$ cat src/rtl/core/uart_commanded_pwm_dimmer_defines.svh
// ============================================================================
// UART commanded PWM dimmer assertion macros
// Shared concurrent assertion forms, clocked on clk and disabled in reset.
// ============================================================================
`ifndef UART_COMMANDED_PWM_DIMMER_DEFINES_SVH
`define UART_COMMANDED_PWM_DIMMER_DEFINES_SVH

`ifndef SYNTHESIS

`define UCPD_ASSERT_ALWAYS(lbl, cond, msg) \
    lbl: assert property (@(posedge clk) disable iff (!rst_n) (cond)) else $error(msg);

`define UCPD_ASSERT_IMPLY(lbl, ante, cons, msg) \
    lbl: assert property (@(posedge clk) disable iff (!rst_n) (ante) |-> (cons)) \
        else $error(msg);

`define UCPD_ASSERT_NEXT(lbl, ante, cons, msg) \
    lbl: assert property (@(posedge clk) disable iff (!rst_n) (ante) |=> (cons)) \
        else $error(msg);

`else

`define UCPD_ASSERT_ALWAYS(lbl, cond, msg)

`define UCPD_ASSERT_IMPLY(lbl, ante, cons, msg)

`define UCPD_ASSERT_NEXT(lbl, ante, cons, msg)

`endif

`endif

$ cat src/rtl/core/ucpd_pkg.sv
// ============================================================================
// UART commanded PWM dimmer package
// Shared types, register indexes and constants of the dimmer.
// ============================================================================
package ucpd_pkg;

    localparam int DATA_BITS_DEFAULT   = 8;
    localparam int COUNT_WIDTH_DEFAULT = 16;

    localparam int CFG_INDEX_WIDTH = 2;
    localparam int CFG_DATA_WIDTH  = 16;
    localparam int PERIOD_WIDTH    = 16;
    localparam int STEP_WIDTH      = 13;
    localparam int DUTY_OUT_WIDTH  = 16;

    localparam logic [CFG_INDEX_WIDTH-1:0] REG_PWM_PERIOD = 2'd0;
    localparam logic [CFG_INDEX_WIDTH-1:0] REG_LEVEL_STEP = 2'd1;

    localparam logic [PERIOD_WIDTH-1:0] PWM_PERIOD_RESET = 16'd4000;
    localparam logic [STEP_WIDTH-1:0]   LEVEL_STEP_RESET = 13'd400;
    localparam int                      DUTY_RESET       = 1500;

    localparam logic [7:0] ASCII_ZERO = 8'h30;
    localparam logic [7:0] ASCII_NINE = 8'h39;

    // One classified receiver event per accepted tick.
    typedef struct packed {
        logic       frame_error;
        logic       byte_valid;
        logic [7:0] byte_value;
        logic       is_digit;
        logic [3:0] digit;
    } ucpd_event_t;

endpackage

$ cat src/rtl/core/uart_commanded_pwm_dimmer.sv
// ============================================================================
// UART commanded PWM dimmer
// Serial digit commands set the duty of a PWM LED drive, one tick per transfer.
// ============================================================================
// Each input transfer is one base clock tick carrying baud_strobe and rx_line.
// Each tick yields exactly one result transfer with pwm_out, the echoed byte
// (byte_valid, byte_value), frame_error and the current duty_level.
// The configuration channel (cfg_valid, cfg_ready, cfg_index, cfg_data) writes
// pwm_period at index 0 and level_step at index 1; other indexes are ignored.
// cfg_ready is always high; write only while no ticks are in flight.
// Throughput is one tick per cycle while in_ready is high. Each input transfer
// is classified by the receiver front end, stored in the event queue and then
// held in the PWM back end's result register.
// A two-entry queue and the result register absorb a stalled output; once
// both are full, in_ready drops until out_ready returns.
// Reset puts the receiver in idle, the duty at 1500 ticks, the counter at zero,
// the period at 4000 and the step at 400 ticks.
// ============================================================================
module uart_commanded_pwm_dimmer #(
    parameter int DATA_BITS   = ucpd_pkg::DATA_BITS_DEFAULT,
    parameter int COUNT_WIDTH = ucpd_pkg::COUNT_WIDTH_DEFAULT
) (
    input  logic                                 clk,
    input  logic                                 rst_n,
    input  logic                                 in_valid,
    output logic                                 in_ready,
    input  logic                                 baud_strobe,
    input  logic                                 rx_line,
    output logic                                 out_valid,
    input  logic                                 out_ready,
    output logic                                 pwm_out,
    output logic                                 byte_valid,
    output logic [7:0]                           byte_value,
    output logic                                 frame_error,
    output logic [ucpd_pkg::DUTY_OUT_WIDTH-1:0]  duty_level,
    input  logic                                 cfg_valid,
    output logic                                 cfg_ready,
    input  logic [ucpd_pkg::CFG_INDEX_WIDTH-1:0] cfg_index,
    input  logic [ucpd_pkg::CFG_DATA_WIDTH-1:0]  cfg_data
);
    import ucpd_pkg::*;

    logic [PERIOD_WIDTH-1:0] pwm_period_reg;
    logic [STEP_WIDTH-1:0]   level_step_reg;
    logic                    push_valid;
    logic                    push_ready;
    ucpd_event_t             push_data;
    logic                    pop_valid;
    logic                    pop_ready;
    ucpd_event_t             pop_data;

    assign cfg_ready = 1'b1;

    always_ff @(posedge clk or negedge rst_n)
    begin
        if (!rst_n)
        begin
            pwm_period_reg <= PWM_PERIOD_RESET;
            level_step_reg <= LEVEL_STEP_RESET;
        end
        else if (cfg_valid)
        begin
            unique case (cfg_index)
                REG_PWM_PERIOD: pwm_period_reg <= cfg_data[PERIOD_WIDTH-1:0];
                REG_LEVEL_STEP: level_step_reg <= cfg_data[STEP_WIDTH-1:0];
                default:
                begin
                end
            endcase
        end
    end

    ucpd_rx_front #(
        .DATA_BITS (DATA_BITS)
    ) u_front (
        .clk         (clk),
        .rst_n       (rst_n),
        .in_valid    (in_valid),
        .in_ready    (in_ready),
        .baud_strobe (baud_strobe),
        .rx_line     (rx_line),
        .push_valid  (push_valid),
        .push_ready  (push_ready),
        .push_data   (push_data)
    );

    ucpd_queue u_queue (
        .clk        (clk),
        .rst_n      (rst_n),
        .push_valid (push_valid),
        .push_ready (push_ready),
        .push_data  (push_data),
        .pop_valid  (pop_valid),
        .pop_ready  (pop_ready),
        .pop_data   (pop_data)
    );

    ucpd_pwm_back #(
        .COUNT_WIDTH (COUNT_WIDTH)
    ) u_back (
        .clk         (clk),
        .rst_n       (rst_n),
        .pwm_period  (pwm_period_reg),
        .level_step  (level_step_reg),
        .pop_valid   (pop_valid),
        .pop_ready   (pop_ready),
        .pop_data    (pop_data),
        .out_valid   (out_valid),
        .out_ready   (out_ready),
        .pwm_out     (pwm_out),
        .byte_valid  (byte_valid),
        .byte_value  (byte_value),
        .frame_error (frame_error),
        .duty_level  (duty_level)
    );

endmodule

$ cat src/rtl/core/ucpd_rx_front.sv
// ============================================================================
// UCPD receiver front end
// Samples the serial line on strobe ticks and classifies each tick.
// ============================================================================
module ucpd_rx_front #(
    parameter int DATA_BITS = ucpd_pkg::DATA_BITS_DEFAULT
) (
    input  logic                  clk,
    input  logic                  rst_n,
    input  logic                  in_valid,
    output logic                  in_ready,
    input  logic                  baud_strobe,
    input  logic                  rx_line,
    output logic                  push_valid,
    input  logic                  push_ready,
    output ucpd_pkg::ucpd_event_t push_data
);
    import ucpd_pkg::*;

    localparam int CNT_W = $clog2(DATA_BITS + 1);

    typedef enum logic [1:0] {RX_IDLE, RX_DATA, RX_STOP} rx_state_t;

    rx_state_t            state_reg, state_next;
    logic [CNT_W-1:0]     count_reg, count_next;
    logic [DATA_BITS-1:0] shift_reg, shift_next;
    ucpd_event_t          ev;
    logic [15:0]          value_wide;
    logic                 accept;

    assign in_ready   = push_ready;
    assign push_valid = in_valid;
    assign push_data  = ev;
    assign accept     = in_valid && push_ready;
    assign value_wide = 16'(shift_reg);

    always_comb
    begin
        state_next = state_reg;
        count_next = count_reg;
        shift_next = shift_reg;
        ev         = '0;
        if (baud_strobe)
        begin
            unique case (state_reg)
                RX_DATA:
                begin
                    // LSB first: after all shifts the first bit sits at bit 0.
                    shift_next = {rx_line, shift_reg[DATA_BITS-1:1]};
                    count_next = count_reg + 1'b1;
                    if (count_next == CNT_W'(DATA_BITS))
                    begin
                        state_next = RX_STOP;
                    end
                end
                RX_STOP:
                begin
                    state_next = RX_IDLE;
                    if (rx_line)
                    begin
                        ev.byte_valid = 1'b1;
                        ev.byte_value = 8'(shift_reg);
                        ev.is_digit   = (value_wide >= 16'(ASCII_ZERO))
                                        && (value_wide <= 16'(ASCII_NINE));
                        ev.digit      = 4'(value_wide - 16'(ASCII_ZERO));
                    end
                    else
                    begin
                        ev.frame_error = 1'b1;
                    end
                end
                default:
                begin
                    if (!rx_line)
                    begin
                        state_next = RX_DATA;
                        count_next = '0;
                        shift_next = '0;
                    end
                end
            endcase
        end
    end

    always_ff @(posedge clk or negedge rst_n)
    begin
        if (!rst_n)
        begin
            state_reg <= RX_IDLE;
            count_reg <= '0;
            shift_reg <= '0;
        end
        else if (accept)
        begin
            state_reg <= state_next;
            count_reg <= count_next;
            shift_reg <= shift_next;
        end
    end

endmodule

$ cat src/rtl/core/ucpd_queue.sv
// ============================================================================
// UCPD event queue
// Two-entry queue that decouples the receiver front end from the PWM back end.
// ============================================================================
`include "uart_commanded_pwm_dimmer_defines.svh"

module ucpd_queue (
    input  logic                  clk,
    input  logic                  rst_n,
    input  logic                  push_valid,
    output logic                  push_ready,
    input  ucpd_pkg::ucpd_event_t push_data,
    output logic                  pop_valid,
    input  logic                  pop_ready,
    output ucpd_pkg::ucpd_event_t pop_data
);
    import ucpd_pkg::*;

    ucpd_event_t entry_reg [2];
    logic [1:0]  count_reg;
    logic        wr_ptr_reg;
    logic        rd_ptr_reg;
    logic        push;
    logic        pop;

    assign push_ready = (count_reg != 2'd2);
    assign pop_valid  = (count_reg != 2'd0);
    assign pop_data   = entry_reg[rd_ptr_reg];
    assign push       = push_valid && push_ready;
    assign pop        = pop_valid && pop_ready;

    always_ff @(posedge clk)
    begin
        if (push)
        begin
            entry_reg[wr_ptr_reg] <= push_data;
        end
    end

    always_ff @(posedge clk or negedge rst_n)
    begin
        if (!rst_n)
        begin
            count_reg  <= 2'd0;
            wr_ptr_reg <= 1'b0;
            rd_ptr_reg <= 1'b0;
        end
        else
        begin
            if (push)
            begin
                wr_ptr_reg <= ~wr_ptr_reg;
            end
            if (pop)
            begin
                rd_ptr_reg <= ~rd_ptr_reg;
            end
            if (push && !pop)
            begin
                count_reg <= count_reg + 2'd1;
            end
            else if (pop && !push)
            begin
                count_reg <= count_reg - 2'd1;
            end
        end
    end

    `UCPD_ASSERT_ALWAYS(a_q_count_range, count_reg != 2'd3, "queue count out of range")
    `UCPD_ASSERT_NEXT(a_q_fill, push && !pop, count_reg == $past(count_reg) + 2'd1, "queue fill lost")
    `UCPD_ASSERT_IMPLY(a_q_ptrs, count_reg == 2'd0 || count_reg == 2'd2, wr_ptr_reg == rd_ptr_reg, "queue pointers disagree with count")

endmodule

$ cat src/rtl/core/ucpd_pwm_back.sv
// ============================================================================
// UCPD PWM back end
// Applies duty commands, runs the period counter and holds the result.
// ============================================================================
`include "uart_commanded_pwm_dimmer_defines.svh"

module ucpd_pwm_back #(
    parameter int COUNT_WIDTH = ucpd_pkg::COUNT_WIDTH_DEFAULT
) (
    input  logic                                 clk,
    input  logic                                 rst_n,
    input  logic [ucpd_pkg::PERIOD_WIDTH-1:0]    pwm_period,
    input  logic [ucpd_pkg::STEP_WIDTH-1:0]      level_step,
    input  logic                                 pop_valid,
    output logic                                 pop_ready,
    input  ucpd_pkg::ucpd_event_t                pop_data,
    output logic                                 out_valid,
    input  logic                                 out_ready,
    output logic                                 pwm_out,
    output logic                                 byte_valid,
    output logic [7:0]                           byte_value,
    output logic                                 frame_error,
    output logic [ucpd_pkg::DUTY_OUT_WIDTH-1:0]  duty_level
);
    import ucpd_pkg::*;

    localparam int WIDE_W = ((COUNT_WIDTH > PERIOD_WIDTH) ? COUNT_WIDTH : PERIOD_WIDTH) + 1;
    localparam int PROD_W = PERIOD_WIDTH + 1;

    logic [COUNT_WIDTH-1:0]    duty_reg, duty_next;
    logic [COUNT_WIDTH-1:0]    count_reg, count_next;
    logic [PROD_W-1:0]         product;
    logic [PERIOD_WIDTH-1:0]   clipped;
    logic [WIDE_W-1:0]         count_inc;
    logic                      out_valid_reg;
    logic                      pwm_reg;
    logic                      byte_valid_reg;
    logic [7:0]                byte_value_reg;
    logic                      frame_error_reg;
    logic [DUTY_OUT_WIDTH-1:0] duty_level_reg;
    logic                      pop;

    assign pop_ready = !out_valid_reg || out_ready;
    assign pop       = pop_valid && pop_ready;

    assign out_valid   = out_valid_reg;
    assign pwm_out     = pwm_reg;
    assign byte_valid  = byte_valid_reg;
    assign byte_value  = byte_value_reg;
    assign frame_error = frame_error_reg;
    assign duty_level  = duty_level_reg;

    always_comb
    begin
        product = PROD_W'(pop_data.digit) * PROD_W'(level_step);
        if (product > PROD_W'(pwm_period))
        begin
            clipped = pwm_period;
        end
        else
        begin
            clipped = product[PERIOD_WIDTH-1:0];
        end

        duty_next = duty_reg;
        if (pop_data.byte_valid && pop_data.is_digit)
        begin
            duty_next = COUNT_WIDTH'(clipped);
        end

        // A period of zero behaves as one: the counter stays at zero.
        count_inc = WIDE_W'(count_reg) + WIDE_W'(1);
        if (count_inc >= WIDE_W'(pwm_period))
        begin
            count_next = '0;
        end
        else
        begin
            count_next = count_reg + 1'b1;
        end
    end

    always_ff @(posedge clk)
    begin
        if (pop)
        begin
            pwm_reg         <= (count_reg < duty_reg);
            byte_valid_reg  <= pop_data.byte_valid;
            byte_value_reg  <= pop_data.byte_value;
            frame_error_reg <= pop_data.frame_error;
            duty_level_reg  <= DUTY_OUT_WIDTH'(duty_next);
        end
    end

    always_ff @(posedge clk or negedge rst_n)
    begin
        if (!rst_n)
        begin
            out_valid_reg <= 1'b0;
            duty_reg      <= COUNT_WIDTH'(DUTY_RESET);
            count_reg     <= '0;
        end
        else
        begin
            if (pop)
            begin
                out_valid_reg <= 1'b1;
                duty_reg      <= duty_next;
                count_reg     <= count_next;
            end
            else if (out_ready)
            begin
                out_valid_reg <= 1'b0;
            end
        end
    end

    `UCPD_ASSERT_IMPLY(a_bk_one_event, out_valid_reg, !(byte_valid_reg && frame_error_reg), "echo and frame error together")
    `UCPD_ASSERT_NEXT(a_bk_duty_hold, !pop, duty_reg == $past(duty_reg), "duty moved without a transfer")
    `UCPD_ASSERT_NEXT(a_bk_fill, pop, out_valid_reg, "result register not loaded")

endmodule

$ cat config.mk
export PLATFORM = sky130hd
export DESIGN_NAME = uart_commanded_pwm_dimmer
export DESIGN_NICKNAME = d
export VERILOG_FILES = /design/src/rtl/core/ucpd_pkg.sv /design/src/rtl/core/uart_commanded_pwm_dimmer.sv /design/src/rtl/core/ucpd_rx_front.sv /design/src/rtl/core/ucpd_queue.sv /design/src/rtl/core/ucpd_pwm_back.sv
export VERILOG_INCLUDE_DIRS = /design/src /design/src/rtl/core
export SDC_FILE = /design/constraint.sdc
export NUM_CORES = 1
export LEC_CHECK = 0
export BUFFER_PORTS_ARGS = -buffer_cell sky130_fd_sc_hd__buf_2
export CAP_MARGIN = 20
export CORE_MARGIN = 2
export CORE_UTILIZATION = 45
export CTS_CLUSTER_DIAMETER = 40
export DETAILED_ROUTE_END_ITERATION = 16
export GPL_TIMING_DRIVEN = 0
export PLACE_DENSITY_LB_ADDON = 0.15
export SLEW_MARGIN = 15
export SYNTH_ARGS = -nofsm -noshare
export SYNTH_HDL_FRONTEND = slang
export SYNTH_SLANG_ARGS = --single-unit
$ cat constraint.sdc
create_clock -name clk -period 6.1 [get_ports clk]
set_input_delay 0.305 -clock clk [delete_from_list [all_inputs] [get_ports clk]]
set_output_delay 0.305 -clock clk [all_outputs]
set_load 0.05 [all_outputs]
==> impl_metrics.yaml <==
worst_hold_path:
  worst_hold_path_type: "in -> reg"
  min_delay_path_depth: 3
  min-delay-start: "cfg_data[14]"
  min_delay_worst_endpoint: "pwm_period_reg[14]$_DFFE_PN0P_"
synthesis:
  yosys_warnings: 0
  ys_ff_latch: 129
  yosysSeqAreaShare_pct: 42.8
  synth_flop_cell: "dfrtp_1"
  synth_top_area_share_pct: 19.6
  syn_area_per_cell_sq_um: 10.1
  synthMostInstantiatedCell: "nand2_1"
  async_flop_share_pct: 62.0
  yosys-top-cells-count: "100 x nand2_1, 83 x inv_1, 73 x ha_1"
  synth_nets: 925
  synth_cell_types: 65
  synthCells: 805
  synth.cell_area_sq_um: 8160
  synth_edf_count: 49
  synth.area.top_cells: "dfrtp_1 20%, edfxtp_1 18%, ha_1 11%"
  yosysTopAreaCell: "dfrtp_1"
worst_setup_path:
  r2r-end: "u_back.duty_level[3]$_DFFE_PP_"
  cp_cell_sequence: "buf_8 > mux2_4 > buf_4 > and2_1 > fa_1 > inv_1 > fa_1 > inv_1 > ha_4 > a21o_1 > a21oi_4 > nand4_1 > buf_4 > nand2_1 > o311a_1 > ha_1 > nand2_1 > nor4_2 > o31ai_1 > nand4b_1 > a22oi_4 > clkbuf_16 > mux2i_4 > o21ai_1"
  critPathMaxStageDelay_ns: 0.53
  rrSetupSlack_ns: 0.18
  rr_worst_depth: 24
  endpoint_kind: "flip-flop"
  cp.required_ns: 6.22
  critical_path_class: "reg -> reg"
  cp-start-kind: "flip-flop"
  crit_slowest_cell: "fa_1"
  r2r_start: "u_queue.rd_ptr_reg$_DFFE_PN0P_"
  worstPathArrival_ns: 6.04
  crit_path_max_fanout: 10
cells_and_area:
  seqCellArea_sq_um: 3490
  n_antenna_cell: 0
  syn_to_final_growth_pct: 19.0
  drive_gt1_share_pct: 19.3
  multi_input_area_sq_um: 4460
  nFillCells: 1621
  fin_nets: 1005
  largest_register_ffs: 22
global_route:
  track_usage_pct: 20.8
  grt_max_degree: 47
  grt_overflow: 0
  grt_pass1_vias: 6098
  grt_pass1_wl_mm: 31.4
  grt_antenna_before_repair: 0
outcome:
  status: "finished clean"
sta:
  hold_violations: 0
  tightest_slew_ns: 1.02
  finalClockSkew_ns: 0.00942
  fmax_ghz: 0.169
  min_period_over_period_pct: 97.0
  min_period_ns: 5.92
  slew_headroom_pct: 31.9
  slew_viol_final: 0
  setup_slack_ns: 0.181
  setup_violations: 0
clock_tree:
  clock_path_buffers: 2
  cts_root_buffer: "clkbuf_16"
  tritoncts: "done"
  insertion_delay_ns: 0.43
  clk_pin_slew_worst_paths_ns: 0.06
  cts-buffers-inserted: 17
  clkSinkCount: 129
  cts.htree.levels: 4
floorplanning:
  design.core.area_sq_um: 17900
  die_area_sq_um: 19200
  ios: 55
  rows: 49
  die_w_um: 139
  die_height_um: 139
  start_util_pct: 45.6
detailed_routing:
  wl_per_cell_um: 17.0
  antenna_left: 0
  met1_length_mm: 8.91
  first_pass_iters: 4
  drt_wl_total_mm: 19.1
  drtIter0Drc: 336
  wl_met3_um: 730
  routed.top_layer: "met4"
  via_per_inst: 5.39
  vias: 6074
  wl_met2_mm: 9.20
  drc: 0
run:
  cap_violations: 0
placement:
  post-dp-hpwl_mm: 14.2
  io_buffers: 53
  place_ws_ns: -1.01
  gp_congestion: 0.848
## cells in the final DEF (no fill, tap or decap), types with 17 or more instances in the layout
cell type	netlist	layout
clkbuf_1	21	18
clkbuf_16	0	18
o21ai_0	54	53
inv_1	83	82
dfrtp_1	64	63
and2_1	41	41
fa_1	22	22
mux2_2	23	22
nand2_1	100	99
ha_1	73	69
a21oi_1	34	31
edfxtp_1	49	49
o21ai_1	16	17
buf_2	1	54
nor2_1	35	35
xnor2_1	19	19
## layer usage
metal / up-vias / GRT usage [%]
met4: 0 / 7.34
met5: - / 0
li1: 2961 / -
met2: 112 / 33.5
met3: 26 / 4.25
met1: 2975 / 28.0
## area by class of cell
type / instances / area share [%]
Inverter: 83 / 3.21
Sequential cell: 129 / 36.0
Clock inverter: 11 / 1.88
Tap cell: 229 / 2.95
Multi-Input combinational cell: 567 / 45.9
Clock buffer: 21 / 4.74
Buffer: 23 / 1.27
Timing Repair Buffer: 64 / 4.06
## repair_timing
action,in CTS,in global routing
resized for setup,20,36
setup endpoints to repair,32,32
gates cloned,0,1
buffers inserted,4,4
hold buffers,1,0
hold endpoints to repair,33,0
pin swaps,4,8
## stage by stage
stage                     hold WS (ns)  std cells  utilization [%]  TNS [ns]  instance area, sq um
after CTS                       0.0935       1124             53.0         0                  9490
after detailed placement         0.307       1088             48.8    -25.75                  8740
after global routing             0.119       1127             54.3    -0.670                  9720
after global placement           0.459       1087             48.7    -24.25                  8710
after floorplan                0.00941        805                -         0                  8160
final                            0.100       1127             54.3         0                  9720
## critical path, delay by kind of cell, from the launching register on
| kind | cells | cell delay [ns] |
|---|---|---|
| adders and majority gates | 4 | 1.58 |
| AOI/OAI and AO/OA | 6 | 1.26 |
| and+or+nand+nor | 6 | 0.87 |
| buffers and inverters | 6 | 0.91 |
| DFF | 1 | 0.44 |
| muxes | 2 | 0.54 |
## how the worst max path moves through the flow
stage	start	end	cells after the start
global placement	u_queue.rd_ptr_reg$_DFFE_PN0P_	u_back.duty_level[10]$_DFFE_PP_	23
floorplan	u_queue.rd_ptr_reg$_DFFE_PN0P_	u_back.duty_level[10]$_DFFE_PP_	23
CTS	u_queue.rd_ptr_reg$_DFFE_PN0P_	u_back.duty_level[0]$_DFFE_PP_	22
finish	u_queue.rd_ptr_reg$_DFFE_PN0P_	u_back.duty_level[3]$_DFFE_PP_	24
detailed placement	u_queue.rd_ptr_reg$_DFFE_PN0P_	u_back.duty_level[10]$_DFFE_PP_	23
global route	u_queue.rd_ptr_reg$_DFFE_PN0P_	u_back.duty_level[14]$_DFFE_PP_	23
## cells by family (layout without fill, tap and decap cells)
family          after synthesis  in the layout  share of synthesized area [%]
buf+inv                     109            202                           5.27
fa+ha+maj                    95             95                           16.6
flops                       129            129                           42.8
other cells                   1              1                         0.0459
xor+xnor                     28             28                           3.00
compound gates              175            175                           13.7
mux                          39             39                           5.13
simple gates                229            229                           13.4
Power is not shown: default switching activity piles up to over one toggle a cycle in this logic, so the estimate is an artifact.
